## src/design/tiny_register_cpu_execute_macros.svh

```systemverilog
// Assertion macros shared by the execute block
`ifndef TINY_REGISTER_CPU_EXECUTE_MACROS_SVH
`define TINY_REGISTER_CPU_EXECUTE_MACROS_SVH

// Property checked on clk_i, off while rst_ni is low
`define TRE_ASSERT(lbl, prop, msg) \
  lbl: assert property (@(posedge clk_i) disable iff (!rst_ni) (prop)) else $error(msg);

// Condition in one cycle implies a check in the next
`define TRE_ASSERT_NEXT(lbl, pre, post, msg) \
  lbl: assert property (@(posedge clk_i) disable iff (!rst_ni) (pre) |=> (post)) \
    else $error(msg);

`endif

```

## src/design/tre_pkg.sv

```systemverilog
// Types, constants and helper functions of the execute block
`default_nettype none
package tre_pkg;

  localparam int unsigned NUM_REGS  = 8;
  localparam int unsigned REG_IDX_W = $clog2(NUM_REGS);
  localparam int unsigned XLEN      = 32;
  localparam int unsigned IQ_DEPTH  = 2;
  localparam int unsigned RQ_DEPTH  = 2;

  localparam logic [XLEN-1:0] MIX_CONST  = 32'hA5A5_A5A5;
  localparam logic [XLEN-1:0] LOW_MASK   = 32'h0000_FFFF;
  localparam int unsigned     HALF_SHIFT = 16;

  localparam logic [4:0] OPC_MOV  = 5'd0;
  localparam logic [4:0] OPC_LOAD = 5'd1;
  localparam logic [4:0] OPC_XOR  = 5'd2;
  localparam logic [4:0] OPC_ROTL = 5'd3;
  localparam logic [4:0] OPC_ROTR = 5'd4;
  localparam logic [4:0] OPC_ADD  = 5'd5;
  localparam logic [4:0] OPC_SUB  = 5'd6;
  localparam logic [4:0] OPC_LOW  = 5'd7;
  localparam logic [4:0] OPC_HIGH = 5'd8;
  localparam logic [4:0] OPC_MIX  = 5'd9;
  localparam logic [4:0] OPC_HALT = 5'd10;

  typedef enum logic [3:0] {
    OP_MOV  = 4'd0,
    OP_LOAD = 4'd1,
    OP_XOR  = 4'd2,
    OP_ROTL = 4'd3,
    OP_ROTR = 4'd4,
    OP_ADD  = 4'd5,
    OP_SUB  = 4'd6,
    OP_LOW  = 4'd7,
    OP_HIGH = 4'd8,
    OP_MIX  = 4'd9,
    OP_HALT = 4'd10,
    OP_NOP  = 4'd11
  } op_e;

  typedef logic [REG_IDX_W-1:0] reg_idx_t;

  typedef struct packed {
    op_e        op;
    logic       wr_dest;
    logic       fold;
    reg_idx_t   dest;
    reg_idx_t   src_a;
    reg_idx_t   src_b;
    logic [1:0] imm;
  } instr_t;

  typedef struct packed {
    logic            executed;
    logic [XLEN-1:0] step_count;
    logic [XLEN-1:0] dest_value;
    logic [XLEN-1:0] acc_value;
    logic            halted;
  } res_t;

  function automatic logic [XLEN-1:0] rotl32(logic [XLEN-1:0] x, logic [1:0] n);
    logic [2*XLEN-1:0] t;
    t = {x, x} << n;
    return t[2*XLEN-1:XLEN];
  endfunction

  function automatic logic [XLEN-1:0] rotr32(logic [XLEN-1:0] x, logic [1:0] n);
    logic [2*XLEN-1:0] t;
    t = {x, x} >> n;
    return t[XLEN-1:0];
  endfunction

  function automatic logic [XLEN-1:0] mix32(logic [XLEN-1:0] x);
    return rotl32(x, 2'd1) ^ rotl32(x, 2'd3) ^ rotr32(x, 2'd2) ^ MIX_CONST;
  endfunction

endpackage
`default_nettype wire

```

## src/design/tre_fifo.sv

```systemverilog
// Small synchronous queue with count, head visible while not empty
`default_nettype none
`include "tiny_register_cpu_execute_macros.svh"
module tre_fifo #(
  parameter int unsigned WIDTH = 8,
  parameter int unsigned DEPTH = 2
) (
  input  wire logic             clk_i,
  input  wire logic             rst_ni,
  input  wire logic             push_i,
  input  wire logic [WIDTH-1:0] data_i,
  output logic                  full_o,
  input  wire logic             pop_i,
  output logic      [WIDTH-1:0] data_o,
  output logic                  empty_o
);

  localparam int unsigned PW = (DEPTH > 1) ? $clog2(DEPTH) : 1;
  localparam int unsigned CW = $clog2(DEPTH + 1);

  logic [WIDTH-1:0] store_q [DEPTH];
  logic [PW-1:0]    wr_ptr_q, wr_ptr_d, rd_ptr_q, rd_ptr_d;
  logic [CW-1:0]    cnt_q, cnt_d;
  logic             do_push, do_pop;

  assign full_o  = (cnt_q == CW'(DEPTH));
  assign empty_o = (cnt_q == '0);
  assign do_push = push_i && !full_o;
  assign do_pop  = pop_i && !empty_o;
  assign data_o  = store_q[rd_ptr_q];

  always_comb begin
    wr_ptr_d = wr_ptr_q;
    rd_ptr_d = rd_ptr_q;
    cnt_d    = cnt_q;
    if (do_push) begin
      wr_ptr_d = (wr_ptr_q == PW'(DEPTH - 1)) ? '0 : wr_ptr_q + 1'b1;
    end
    if (do_pop) begin
      rd_ptr_d = (rd_ptr_q == PW'(DEPTH - 1)) ? '0 : rd_ptr_q + 1'b1;
    end
    if (do_push && !do_pop) begin
      cnt_d = cnt_q + 1'b1;
    end else if (do_pop && !do_push) begin
      cnt_d = cnt_q - 1'b1;
    end
  end

  always_ff @(posedge clk_i or negedge rst_ni) begin
    if (!rst_ni) begin
      wr_ptr_q <= '0;
      rd_ptr_q <= '0;
      cnt_q    <= '0;
    end else begin
      wr_ptr_q <= wr_ptr_d;
      rd_ptr_q <= rd_ptr_d;
      cnt_q    <= cnt_d;
    end
  end

  always_ff @(posedge clk_i) begin
    if (do_push) begin
      store_q[wr_ptr_q] <= data_i;
    end
  end

  `TRE_ASSERT(a_cnt_bound, cnt_q <= CW'(DEPTH), "queue count beyond depth")

endmodule
`default_nettype wire

```

## src/design/tre_front.sv

```systemverilog
// Front end: classifies a raw instruction into an execute request
`default_nettype none
module tre_front (
  input  wire logic [4:0]     opcode_i,
  input  wire logic [2:0]     dest_reg_i,
  input  wire logic [2:0]     src_a_i,
  input  wire logic [2:0]     src_b_i,
  input  wire logic [1:0]     small_imm_i,
  output tre_pkg::instr_t     instr_o
);

  tre_pkg::op_e op;

  always_comb begin
    case (opcode_i)
      tre_pkg::OPC_MOV:  op = tre_pkg::OP_MOV;
      tre_pkg::OPC_LOAD: op = tre_pkg::OP_LOAD;
      tre_pkg::OPC_XOR:  op = tre_pkg::OP_XOR;
      tre_pkg::OPC_ROTL: op = tre_pkg::OP_ROTL;
      tre_pkg::OPC_ROTR: op = tre_pkg::OP_ROTR;
      tre_pkg::OPC_ADD:  op = tre_pkg::OP_ADD;
      tre_pkg::OPC_SUB:  op = tre_pkg::OP_SUB;
      tre_pkg::OPC_LOW:  op = tre_pkg::OP_LOW;
      tre_pkg::OPC_HIGH: op = tre_pkg::OP_HIGH;
      tre_pkg::OPC_MIX:  op = tre_pkg::OP_MIX;
      tre_pkg::OPC_HALT: op = tre_pkg::OP_HALT;
      default:           op = tre_pkg::OP_NOP;
    endcase
  end

  always_comb begin
    instr_o.op      = op;
    instr_o.wr_dest = (op != tre_pkg::OP_HALT) && (op != tre_pkg::OP_NOP);
    instr_o.fold    = (op == tre_pkg::OP_XOR) || (op == tre_pkg::OP_MIX);
    instr_o.dest    = tre_pkg::reg_idx_t'(dest_reg_i);
    instr_o.src_a   = tre_pkg::reg_idx_t'(src_a_i);
    instr_o.src_b   = tre_pkg::reg_idx_t'(src_b_i);
    instr_o.imm     = small_imm_i;
  end

endmodule
`default_nettype wire

```

## src/design/tre_back.sv

```systemverilog
// Back end: register file, execute stage, step counter and halt flag
`default_nettype none
`include "tiny_register_cpu_execute_macros.svh"
module tre_back (
  input  wire logic                     clk_i,
  input  wire logic                     rst_ni,
  input  wire logic                     cfg_we_i,
  input  wire logic [tre_pkg::XLEN-1:0] cfg_wdata_i,
  input  wire tre_pkg::instr_t          instr_i,
  input  wire logic                     instr_valid_i,
  output logic                          instr_pop_o,
  output tre_pkg::res_t                 res_o,
  output logic                          res_push_o,
  input  wire logic                     res_full_i
);

  localparam int unsigned XLEN = tre_pkg::XLEN;
  localparam int unsigned NR   = tre_pkg::NUM_REGS;

  // two banks written together: one serves src_a/src_b, one serves dest
  logic [XLEN-1:0] bank_ab [NR];
  logic [XLEN-1:0] bank_d  [NR];
  logic [NR-1:0]   valid_q;

  logic [XLEN-1:0] r0_q, r0_d, r0_nx;
  logic [XLEN-1:0] cnt_q, cnt_d;
  logic [XLEN-1:0] plen_q;
  logic            halt_q, halt_d;

  logic            e_valid_q, e_valid_d;
  tre_pkg::instr_t e_instr_q;
  logic [XLEN-1:0] e_va_q, e_vb_q, e_vd_q;

  logic            fire, load, ok;
  logic [XLEN-1:0] alu;
  logic            wr_en;
  logic            byp_a, byp_b, byp_d;
  logic [XLEN-1:0] bval_a, bval_b, bval_d;

  assign fire        = e_valid_q && !res_full_i;
  assign load        = instr_valid_i && (!e_valid_q || !res_full_i);
  assign instr_pop_o = load;
  assign ok          = (cnt_q < plen_q) && !halt_q;

  always_comb begin
    case (e_instr_q.op)
      tre_pkg::OP_MOV:  alu = e_va_q;
      tre_pkg::OP_LOAD: alu = XLEN'(e_instr_q.imm);
      tre_pkg::OP_XOR:  alu = e_va_q ^ e_vb_q;
      tre_pkg::OP_ROTL: alu = tre_pkg::rotl32(e_va_q, e_instr_q.imm);
      tre_pkg::OP_ROTR: alu = tre_pkg::rotr32(e_va_q, e_instr_q.imm);
      tre_pkg::OP_ADD:  alu = e_va_q + e_vb_q;
      tre_pkg::OP_SUB:  alu = e_va_q - e_vb_q;
      tre_pkg::OP_LOW:  alu = e_va_q & tre_pkg::LOW_MASK;
      tre_pkg::OP_HIGH: alu = e_va_q >> tre_pkg::HALF_SHIFT;
      tre_pkg::OP_MIX:  alu = tre_pkg::mix32(e_va_q);
      default:          alu = '0;
    endcase
  end

  // register 0 lives in r0_q; banks hold the others
  always_comb begin
    r0_nx = r0_q;
    if (ok) begin
      if (e_instr_q.wr_dest && (e_instr_q.dest == '0)) begin
        r0_nx = e_instr_q.fold ? '0 : alu;
      end else if (e_instr_q.fold) begin
        r0_nx = r0_q ^ alu;
      end
    end
  end

  assign wr_en  = fire && ok && e_instr_q.wr_dest && (e_instr_q.dest != '0);
  assign r0_d   = fire ? r0_nx : r0_q;
  assign cnt_d  = (fire && ok) ? cnt_q + 1'b1 : cnt_q;
  assign halt_d = halt_q || (fire && ok && (e_instr_q.op == tre_pkg::OP_HALT));

  always_comb begin
    e_valid_d = e_valid_q;
    if (load) begin
      e_valid_d = 1'b1;
    end else if (fire) begin
      e_valid_d = 1'b0;
    end
  end

  // bypass of the write-back retiring at the same edge
  assign byp_a  = (instr_i.src_a == '0) || (wr_en && (e_instr_q.dest == instr_i.src_a));
  assign byp_b  = (instr_i.src_b == '0) || (wr_en && (e_instr_q.dest == instr_i.src_b));
  assign byp_d  = (instr_i.dest == '0) || (wr_en && (e_instr_q.dest == instr_i.dest));
  assign bval_a = (instr_i.src_a == '0) ? r0_d : alu;
  assign bval_b = (instr_i.src_b == '0) ? r0_d : alu;
  assign bval_d = (instr_i.dest == '0) ? r0_d : alu;

  always_ff @(posedge clk_i or negedge rst_ni) begin
    if (!rst_ni) begin
      valid_q   <= '0;
      r0_q      <= '0;
      cnt_q     <= '0;
      halt_q    <= 1'b0;
      plen_q    <= '1;
      e_valid_q <= 1'b0;
    end else begin
      if (wr_en) begin
        valid_q[e_instr_q.dest] <= 1'b1;
      end
      r0_q      <= r0_d;
      cnt_q     <= cnt_d;
      halt_q    <= halt_d;
      e_valid_q <= e_valid_d;
      if (cfg_we_i) begin
        plen_q <= cfg_wdata_i;
      end
    end
  end

  always_ff @(posedge clk_i) begin
    if (wr_en) begin
      bank_ab[e_instr_q.dest] <= alu;
      bank_d[e_instr_q.dest]  <= alu;
    end
    if (load) begin
      e_instr_q <= instr_i;
      e_va_q    <= byp_a ? bval_a : (valid_q[instr_i.src_a] ? bank_ab[instr_i.src_a] : '0);
      e_vb_q    <= byp_b ? bval_b : (valid_q[instr_i.src_b] ? bank_ab[instr_i.src_b] : '0);
      e_vd_q    <= byp_d ? bval_d : (valid_q[instr_i.dest] ? bank_d[instr_i.dest] : '0);
    end
  end

  always_comb begin
    res_o.executed   = ok;
    res_o.step_count = cnt_d;
    res_o.acc_value  = r0_nx;
    res_o.halted     = halt_d;
    if (e_instr_q.dest == '0) begin
      res_o.dest_value = r0_nx;
    end else if (ok && e_instr_q.wr_dest) begin
      res_o.dest_value = alu;
    end else begin
      res_o.dest_value = e_vd_q;
    end
  end

  assign res_push_o = fire;

  `TRE_ASSERT_NEXT(a_halt_sticky, halt_q, halt_q, "halt flag cleared")
  `TRE_ASSERT_NEXT(a_cnt_step, fire && ok, cnt_q == $past(cnt_q) + 1'b1,
                   "step count not advanced by one")
  `TRE_ASSERT_NEXT(a_ignored_quiet, fire && !ok, $stable(r0_q) && $stable(cnt_q),
                   "ignored request changed state")
  `TRE_ASSERT(a_no_fire_idle, !e_valid_q |-> !res_push_o, "result from empty stage")

endmodule
`default_nettype wire

```

## src/design/tiny_register_cpu_execute.sv

```systemverilog
// Execute block of a tiny register machine: front decode, queues, back end
// Accepts one instruction request per cycle while full is low and returns one result per
// request in order. A request passes the instruction queue, the execute stage and the
// result queue; the sustained rate is one instruction per cycle while the result queue
// is not full, set by the single execute stage, whose register read is taken at the edge
// the request enters it with the write-back of the instruction ahead bypassed into it.
// An instruction queue of IQ_DEPTH entries sits between decode and execute, and a result
// queue of RQ_DEPTH entries holds results until popped; full mirrors the instruction queue.
`default_nettype none
module tiny_register_cpu_execute #(
  parameter int unsigned IQ_DEPTH = tre_pkg::IQ_DEPTH,
  parameter int unsigned RQ_DEPTH = tre_pkg::RQ_DEPTH
) (
  input  wire logic        clk_i,
  input  wire logic        rst_ni,
  input  wire logic        cfg_we_i,
  input  wire logic [31:0] cfg_wdata_i,
  input  wire logic        push,
  output logic             full,
  input  wire logic [4:0]  opcode_i,
  input  wire logic [2:0]  dest_reg_i,
  input  wire logic [2:0]  src_a_i,
  input  wire logic [2:0]  src_b_i,
  input  wire logic [1:0]  small_imm_i,
  output logic             empty,
  input  wire logic        pop,
  output logic             executed_o,
  output logic [31:0]      step_count_o,
  output logic [31:0]      dest_value_o,
  output logic [31:0]      acc_value_o,
  output logic             halted_o
);

  localparam int unsigned IW = $bits(tre_pkg::instr_t);
  localparam int unsigned RW = $bits(tre_pkg::res_t);

  tre_pkg::instr_t front_instr, iq_head;
  tre_pkg::res_t   back_res, rq_head;
  logic [IW-1:0]   iq_rdata;
  logic [RW-1:0]   rq_rdata;
  logic            iq_empty, iq_pop;
  logic            rq_push, rq_full;

  tre_front u_front (
    .opcode_i    (opcode_i),
    .dest_reg_i  (dest_reg_i),
    .src_a_i     (src_a_i),
    .src_b_i     (src_b_i),
    .small_imm_i (small_imm_i),
    .instr_o     (front_instr)
  );

  tre_fifo #(
    .WIDTH (IW),
    .DEPTH (IQ_DEPTH)
  ) u_iq (
    .clk_i   (clk_i),
    .rst_ni  (rst_ni),
    .push_i  (push),
    .data_i  (front_instr),
    .full_o  (full),
    .pop_i   (iq_pop),
    .data_o  (iq_rdata),
    .empty_o (iq_empty)
  );

  assign iq_head = iq_rdata;

  tre_back u_back (
    .clk_i         (clk_i),
    .rst_ni        (rst_ni),
    .cfg_we_i      (cfg_we_i),
    .cfg_wdata_i   (cfg_wdata_i),
    .instr_i       (iq_head),
    .instr_valid_i (!iq_empty),
    .instr_pop_o   (iq_pop),
    .res_o         (back_res),
    .res_push_o    (rq_push),
    .res_full_i    (rq_full)
  );

  tre_fifo #(
    .WIDTH (RW),
    .DEPTH (RQ_DEPTH)
  ) u_rq (
    .clk_i   (clk_i),
    .rst_ni  (rst_ni),
    .push_i  (rq_push),
    .data_i  (back_res),
    .full_o  (rq_full),
    .pop_i   (pop),
    .data_o  (rq_rdata),
    .empty_o (empty)
  );

  assign rq_head      = rq_rdata;
  assign executed_o   = rq_head.executed;
  assign step_count_o = rq_head.step_count;
  assign dest_value_o = rq_head.dest_value;
  assign acc_value_o  = rq_head.acc_value;
  assign halted_o     = rq_head.halted;

endmodule
`default_nettype wire
```

## config.mk

```make
export PLATFORM = sky130hd
export DESIGN_NAME = tiny_register_cpu_execute
export DESIGN_NICKNAME = d
export VERILOG_FILES = /design/src/design/tre_pkg.sv /design/src/design/tre_fifo.sv /design/src/design/tre_front.sv /design/src/design/tre_back.sv /design/src/design/tiny_register_cpu_execute.sv
export VERILOG_INCLUDE_DIRS = /design/src /design/src/design
export SDC_FILE = /design/constraint.sdc
export NUM_CORES = 2
export LEC_CHECK = 0
export ABC_CLOCK_PERIOD_IN_PS = 8000
export BUFFER_PORTS_ARGS = -buffer_cell sky130_fd_sc_hd__buf_2
export CORE_UTILIZATION = 35
export CTS_BUF_LIST = sky130_fd_sc_hd__clkbuf_8
export CTS_CLUSTER_DIAMETER = 80
export DETAILED_ROUTE_END_ITERATION = 12
export HOLD_SLACK_MARGIN = 0.06
export PLACE_DENSITY = 0.52
export SKIP_LAST_GASP = 1
export SYNTH_ARGS = -nofsm -noshare
export SYNTH_HDL_FRONTEND = slang
export SYNTH_SLANG_ARGS = --single-unit
```

## constraint.sdc

```tcl
create_clock -name clk_i -period 8 [get_ports clk_i]
set_input_delay 1.6 -clock clk_i [delete_from_list [all_inputs] [get_ports clk_i]]
set_output_delay 1.6 -clock clk_i [all_outputs]
set_load 0.005 [all_outputs]
```

Yosys cells after proc, flatten, opt, wreduce, memory -nomap -nowiden

Memories as Yosys holds them, arrays and structs flattened.
Cells that the tools add are included.

Memories kept: 5
Bits in registers: 221
Memory bits (read-only): 64
Input bits: 53
Bits in latches: 0
Output and inout port bits: 100
Bits in writable memories: 742
Logic and storage cells: 161

Muxes and demuxes: 43
Multipliers: 0
Div/mod/pow operators: 0
Equality and inequality tests: 19
Bitwise operators: 6
Add/subtract/negate cells: 11
Reductions and logical operators: 49
Magnitude comparators: 6
Shift-type cells: 2

Memory list:

| name             | words | bits a word | rd ports | clocked after Yosys merged registers in | wr ports | RTL line        | RTL |
|---|---|---|---|---|---|---|---|
| u_back.bank_ab   | 8     | 32          | 2        | 0                                       | 1        | tre_back.sv:21  | `logic [XLEN-1:0] bank_ab [NR];` |
| u_back.bank_d    | 8     | 32          | 1        | 0                                       | 1        | tre_back.sv:22  | `logic [XLEN-1:0] bank_d [NR];` |
| u_rq.store_q     | 2     | 98          | 1        | 0                                       | 1        | tre_fifo.sv:21  | `logic [WIDTH-1:0] store_q [DEPTH];` |
| (name not given) | 16    | 4           | 1        | 0                                       | 0        | tre_front.sv:15 | `case (opcode_i)` |
| u_iq.store_q     | 2     | 17          | 1        | 0                                       | 1        | tre_fifo.sv:21  |  |

Operators by type and width:

| operator              | count |
|---|---|
| $mux 32               | 17 |
| $pmux 32 s10          | 1 |
| $xor 32x32->32        | 4 |
| $shl 64x2->64         | 1 |
| $shr 64x2->32         | 1 |
| $add 32x1->32 const B | 1 |
| $add 32x32->32        | 1 |
| $lt 32x32->1          | 1 |
| $sub 32x32->32        | 1 |
| $logic_and 1x1->1     | 22 |
| $eq 4x3->1 const B    | 4 |
| $eq 4x4->1 const B    | 4 |
| $lt 3x4->1 const B    | 4 |
| $mux 1                | 16 |
| $not 16->16           | 1 |
| $eq 4x2->1 const B    | 3 |
| $logic_not 3->1       | 4 |
| $logic_not 1->1       | 10 |
| $bmux 1 s3            | 3 |
| $eq 3x3->1            | 3 |
| $mux 2                | 4 |
| $ne 4x4->1 const B    | 2 |
| $or 8x8->8            | 1 |
| $logic_or 1x1->1      | 6 |
| 12 further kinds      | 21 |

Logic depth before layout (Yosys ltp)

Word-level depth: 11
Gate-level depth with buffers: 20
Depth with buffers taken out: 19

Hierarchy

Synthesis repeated with hierarchy kept, for this count alone.

Cell total of the unflattened synthesis: 3,365
Area total of the unflattened synthesis: 42,010.3 sq um

By module, submodules not included:

| module                    | times used | cells each | sequential area each (sq um) | area each (sq um) |
|---|---|---|---|---|
| tre_back                  | 1          | 2,946      | 13,593.0                     | 33,081.7 |
| tre_fifo at u_rq          | 1          | 324        | 5,985.7                      | 7,297.0 |
| tre_fifo at u_iq          | 1          | 72         | 1,121.1                      | 1,473.9 |
| tre_front                 | 1          | 22         | 0.0                          | 153.9 |
| tiny_register_cpu_execute | 1          | 1          | 0.0                          | 3.8 |

Worst setup path before layout

No wires, ideal clock.

Path kind: register to register
Start point: register u_back.plen_q[13]
End point: memory u_back.bank_ab[1][0] (enable)
Period minus slack after synthesis: 6,089 ps
Buffers on the path: 1
Stages on the path, launching flop included: 13
Arrival: 5,585 ps
Library setup time: 504 ps
Setup slack: 1,911 ps
Required time: 7,496 ps
Cell sequence: dfstp_2 inv_1 ha_1 a21o_1 a21o_1 a21o_1 a2111oi_0 o221a_2 nand2_1 inv_2 buf_2 nand2_1 nor4_1

Cells in the longest elaborated chain, start to end: 7

Ends and longest elaborated chain:

| item                            | RTL line        | RTL |
|---|---|---|
| start: declaration              | tre_back.sv:27  | `logic [XLEN-1:0] plen_q;` |
| start signal: assignment        | tre_back.sv:112 | `plen_q <= cfg_wdata_i;` |
| $lt 32x32->1                    | tre_back.sv:43  | `assign ok = (cnt_q < plen_q) && !halt_q;` |
| $logic_and 1x1->1               | tre_back.sv:43  |  |
| $logic_and 1x1->1 (3 in series) | tre_back.sv:73  | `assign wr_en = fire && ok && e_instr_q.wr_dest && (e_instr_q.dest != '0);` |
| $mux 1                          | tre_back.sv:118 | `if (wr_en) begin` |
| $mux 1 (not written as such)    | tre_back.sv:119 | `bank_ab[e_instr_q.dest] <= alu;` |
| end: declaration                | tre_back.sv:21  |  |

No other way between the ends.

==> metrics.txt <==
# TYPE chip_impl_metric gauge
chip_impl_metric{name="timing.critical_path.arrival",unit="ps"} 6590
chip_impl_metric{name="portBuffers",unit=""} 152
chip_impl_metric{name="place_congestion",unit=""} 0.963
chip_impl_metric{name="synth-edff-count",unit=""} 593
chip_impl_metric{name="post-cts-setup-buffer-count",unit=""} 0
chip_impl_metric{name="setup-violations-final",unit=""} 0
chip_impl_metric{name="number_of_cts_inserted_buffers",unit=""} 131
chip_impl_metric{name="worstMarginPinSlew",unit="ps"} 1330
chip_impl_info{name="netlist.top_cell.by_area",value="sky130_fd_sc_hd__edfxtp_1"} 1
chip_impl_metric{name="number_of_global_route_vias_before_repair",unit=""} 32000
chip_impl_metric{name="antenna_found_initial",unit=""} 3
chip_impl_info{name="setup.worst_path.class",value="register to register"} 1
chip_impl_metric{name="cts_htree_levels",unit=""} 4
chip_impl_metric{name="cap_violations",unit=""} 0
chip_impl_metric{name="power",unit="W"} 0.0241
chip_impl_metric{name="dp_worst_setup_slack",unit="ps"} 2110
chip_impl_metric{name="slew_headroom",unit=""} 0.106
chip_impl_info{name="tritoncts",value="yes"} 1
chip_impl_metric{name="drtPass1Iterations",unit=""} 8
chip_impl_metric{name="synth_sequential_area_ratio",unit=""} 0.498
chip_impl_metric{name="cp_required",unit="ps"} 8510
chip_impl_metric{name="synthDominantCellAreaShare",unit=""} 0.429
chip_impl_metric{name="detailroute.via_count",unit=""} 33600
chip_impl_metric{name="crit_path_max_fanout",unit=""} 19
chip_impl_metric{name="vdd_drop_max",unit="mV"} 0.238
chip_impl_metric{name="max_slew_violation_total_from_the_final_report",unit=""} 0
chip_impl_metric{name="layoutNonFillerInstCount",unit=""} 5680
chip_impl_metric{name="numPlacedInstances",unit=""} 5439
chip_impl_metric{name="ys_seq_elements",unit=""} 706
chip_impl_metric{name="top_level_ports",unit=""} 153
chip_impl_metric{name="syn_area",unit="sq mm"} 0.0415
chip_impl_metric{name="clock-skew-final",unit="ps"} 45.3
chip_impl_info{name="yosys_most_used_dff",value="sky130_fd_sc_hd__edfxtp_1"} 1
chip_impl_metric{name="ant_nets",unit=""} 0
chip_impl_info{name="critPathLaunchType",value="register"} 1
chip_impl_metric{name="dp_hpwl",unit="mm"} 98.5
chip_impl_metric{name="grt_pass1_wl",unit="mm"} 218
chip_impl_metric{name="drt-vias-per-instance",unit=""} 5.91
chip_impl_metric{name="unique_masters_post_synth",unit=""} 96
chip_impl_metric{name="clkSlewWorstSetupHoldPaths",unit="ps"} 60
chip_impl_metric{name="timing.final.ws_setup",unit="ps"} 1920
chip_impl_metric{name="std_cell_rows",unit=""} 125
chip_impl_metric{name="routedWlPerCell",unit="microns"} 26.1
chip_impl_metric{name="number_of_design_rule_violations_left_after_detail_routing",unit=""} 0
chip_impl_metric{name="floorplan.die.height",unit="microns"} 346
chip_impl_info{name="synth.top_cells.by_count",value="825 x sky130_fd_sc_hd__nand2_1, 593 x sky130_fd_sc_hd__edfxtp_1, 261 x sky130_fd_sc_hd__clkbuf_1"} 1
chip_impl_metric{name="cts.sinks",unit=""} 706
chip_impl_metric{name="finalWorstPathRequiredPeriod",unit="ps"} 6080
chip_impl_metric{name="layout-area-overhead-vs-synth",unit="%"} 12.0
chip_impl_metric{name="coreArea",unit="sq mm"} 0.117
chip_impl_info{name="outcome",value="completed"} 1
chip_impl_metric{name="clock_latency",unit="ps"} 850
chip_impl_metric{name="period_share",unit=""} 0.760
chip_impl_metric{name="yosys_warnings",unit=""} 0
chip_impl_metric{name="fin_setup_tns",unit="ps"} 0
chip_impl_info{name="worstHoldPathType",value="register to register"} 1
chip_impl_metric{name="cts_hold_buffers",unit=""} 0
chip_impl_info{name="synthTopCellsByArea",value="sky130_fd_sc_hd__edfxtp_1 43%, sky130_fd_sc_hd__nand2_1 7.5%, sky130_fd_sc_hd__mux4_2 6.6%"} 1
chip_impl_info{name="synth_most_common_cell",value="sky130_fd_sc_hd__nand2_1"} 1
chip_impl_metric{name="drive_above_1_share",unit=""} 0.180
chip_impl_metric{name="globalRouteOverflowTotal",unit=""} 0
chip_impl_metric{name="leakage",unit="nW"} 17.5
chip_impl_metric{name="maximum_number_of_pins_on_one_net_before_global_route_repair",unit=""} 133
chip_impl_metric{name="drt-initial-drc-count",unit=""} 3548
chip_impl_metric{name="dieArea",unit="sq mm"} 0.120
chip_impl_metric{name="cts_resized",unit=""} 0
chip_impl_metric{name="finalHoldWorstSlack",unit="ps"} 501
chip_impl_info{name="grt_setup_unrepaired",value="false"} 1
chip_impl_metric{name="cellPowerDensity",unit="mW/mm^2"} 519
chip_impl_metric{name="average_size_of_a_mapped_cell",unit="sq um"} 10.5
chip_impl_metric{name="cells_after_synth",unit=""} 3968
chip_impl_metric{name="detail_route.wirelength",unit="mm"} 148
chip_impl_metric{name="initial_utilization",unit=""} 0.355
chip_impl_metric{name="fp.dieW",unit="microns"} 346
chip_impl_info{name="end_kind",value="register"} 1
chip_impl_metric{name="design.final.nets",unit=""} 4168
chip_impl_metric{name="cts_buffer_depth",unit=""} 3
chip_impl_metric{name="globalRouteTotalUtil",unit=""} 0.242
chip_impl_info{name="root_buffer_selected_by_cts",value="sky130_fd_sc_hd__clkbuf_8"} 1
chip_impl_metric{name="hold_viol",unit=""} 0
chip_impl_metric{name="synth-async-reset-ratio",unit=""} 0.160
chip_impl_metric{name="fmax",unit="MHz"} 164
## through the flow
step,instance area (sq um),utilization
global placement,44000,0.376
finish,46500,0.398
detailed placement,44000,0.376
floorplan,41600,-
global route,46500,0.398
CTS,46500,0.398
## logic make-up after synthesis
family,share of synthesized area
simple gates,0.155
mux,0.103
other cells,0.0000903
xor+xnor,0.0369
compound gates,0.146
buf+inv,0.0408
flops,0.498
fa+ha+maj,0.0204
## layer usage
layer / routed length [microns] / vias to the layer above / track usage
li1: - / 15000 / -
met3: 12300 / 275 / 0.0398
met5: 13 / - / 0
met1: 61100 / 16600 / 0.323
met4: 6120 / 2 / 0.108
met2: 68800 / 1665 / 0.387
## sequential cells by signal (all words and copies together) (netlist names)
signal,cells
u_rq.wr_ptr_q,1
u_back.r0_q,32
u_back.e_instr_q,11
u_back.e_vb_q,32
u_iq.cnt_q,2
u_iq.store_q,34
u_rq.cnt_q,2
u_back.e_vd_q,32
u_iq.rd_ptr_q,1
u_back.e_va_q,32
u_iq.wr_ptr_q,1
u_back.bank_d,192
u_back.e_valid_q,1
u_back.cnt_q,32
u_back.valid_q,7
u_back.bank_ab,64
u_rq.store_q,196
u_rq.rd_ptr_q,1
u_back.halt_q,1
u_back.plen_q,32
## path summary, 6_finish.rpt
| path | startpoint | endpoint | slack, ps | depth (start not counted) |
|---|---|---|---|---|
| worst max-delay path | u_back.e_instr_q[15] | u_rq.store_q[1][62] | 1920 | 15 |
| min in group asynchronous | rst_ni | u_rq.cnt_q[1] | 780 | 1 |
| worst min-delay path | u_iq.wr_ptr_q | u_iq.wr_ptr_q | 500 | 1 |
| worst min register to register | u_iq.wr_ptr_q | u_iq.wr_ptr_q | 500 | 1 |
| worst max register to register | u_back.e_instr_q[15] | u_rq.store_q[1][62] | 1920 | 15 |
| max in group asynchronous | rst_ni | u_rq.rd_ptr_q | 5770 | 2 |
## power breakdown
part	leakage, nW	switching, W	total (W)	internal (W)
combinational	9.15	0.00872	0.0132	0.00452
sequential	6.94	0.00119	0.00744	0.00625
clock	1.44	0.00163	0.00342	0.00178
## cell usage in the layout (no fill, tap or decap), types with 17 or more instances in the layout
cell,count
sky130_fd_sc_hd__clkbuf_8,135
sky130_fd_sc_hd__o21ai_0,194
sky130_fd_sc_hd__buf_4,89
sky130_fd_sc_hd__and3_1,102
sky130_fd_sc_hd__clkinv_1,27
sky130_fd_sc_hd__ha_1,66
sky130_fd_sc_hd__a2bb2oi_1,20
sky130_fd_sc_hd__a311oi_1,69
sky130_fd_sc_hd__o221ai_1,36
sky130_fd_sc_hd__nand2b_1,19
sky130_fd_sc_hd__or3_1,18
sky130_fd_sc_hd__a221oi_1,20
sky130_fd_sc_hd__edfxtp_1,593
sky130_fd_sc_hd__a22oi_1,52
sky130_fd_sc_hd__a211o_1,17
sky130_fd_sc_hd__a21o_1,40
sky130_fd_sc_hd__a221o_1,28
sky130_fd_sc_hd__nor3_1,35
sky130_fd_sc_hd__dfstp_2,32
sky130_fd_sc_hd__conb_1,32
sky130_fd_sc_hd__mux2_2,111
sky130_fd_sc_hd__nor2_1,138
sky130_fd_sc_hd__mux2i_1,18
sky130_fd_sc_hd__buf_2,151
sky130_fd_sc_hd__mux4_2,122
sky130_fd_sc_hd__a31oi_1,83
sky130_fd_sc_hd__o211ai_1,25
sky130_fd_sc_hd__nand4_1,31
sky130_fd_sc_hd__inv_1,144
sky130_fd_sc_hd__dfrtp_1,79
sky130_fd_sc_hd__nand2_1,824
sky130_fd_sc_hd__clkinv_2,18
sky130_fd_sc_hd__xnor2_1,137
sky130_fd_sc_hd__o21ai_1,21
sky130_fd_sc_hd__nand3_1,187
sky130_fd_sc_hd__xor2_1,36
sky130_fd_sc_hd__a21oi_1,141
## layout make-up
cell class	count	area, sq um
Clock buffer	135	1860
Tap cell	1524	1910
Fill cell	11300	70400
Clock inverter	104	658
Antenna cell	2	5.00
Inverter	110	418
Timing Repair Buffer	243	1480
Multi-Input combinational cell	2856	19500
Sequential cell	706	20700
## worst max-delay path: stages (launching register included)
cell	delay, ps
sky130_fd_sc_hd__edfxtp_1	690
sky130_fd_sc_hd__nor2b_1	290
sky130_fd_sc_hd__nand2_1	500
sky130_fd_sc_hd__o21ai_0	480
sky130_fd_sc_hd__inv_1	90
sky130_fd_sc_hd__ha_1	270
sky130_fd_sc_hd__nor2b_1	170
sky130_fd_sc_hd__o2111ai_1	270
sky130_fd_sc_hd__a211oi_1	570
sky130_fd_sc_hd__o2111ai_1	270
sky130_fd_sc_hd__a31oi_1	220
sky130_fd_sc_hd__mux2i_1	450
sky130_fd_sc_hd__nand2_1	450
sky130_fd_sc_hd__a21oi_1	240
sky130_fd_sc_hd__o21ai_0	110
sky130_fd_sc_hd__o21ai_0	700
(Power assumes the default switching activity.)
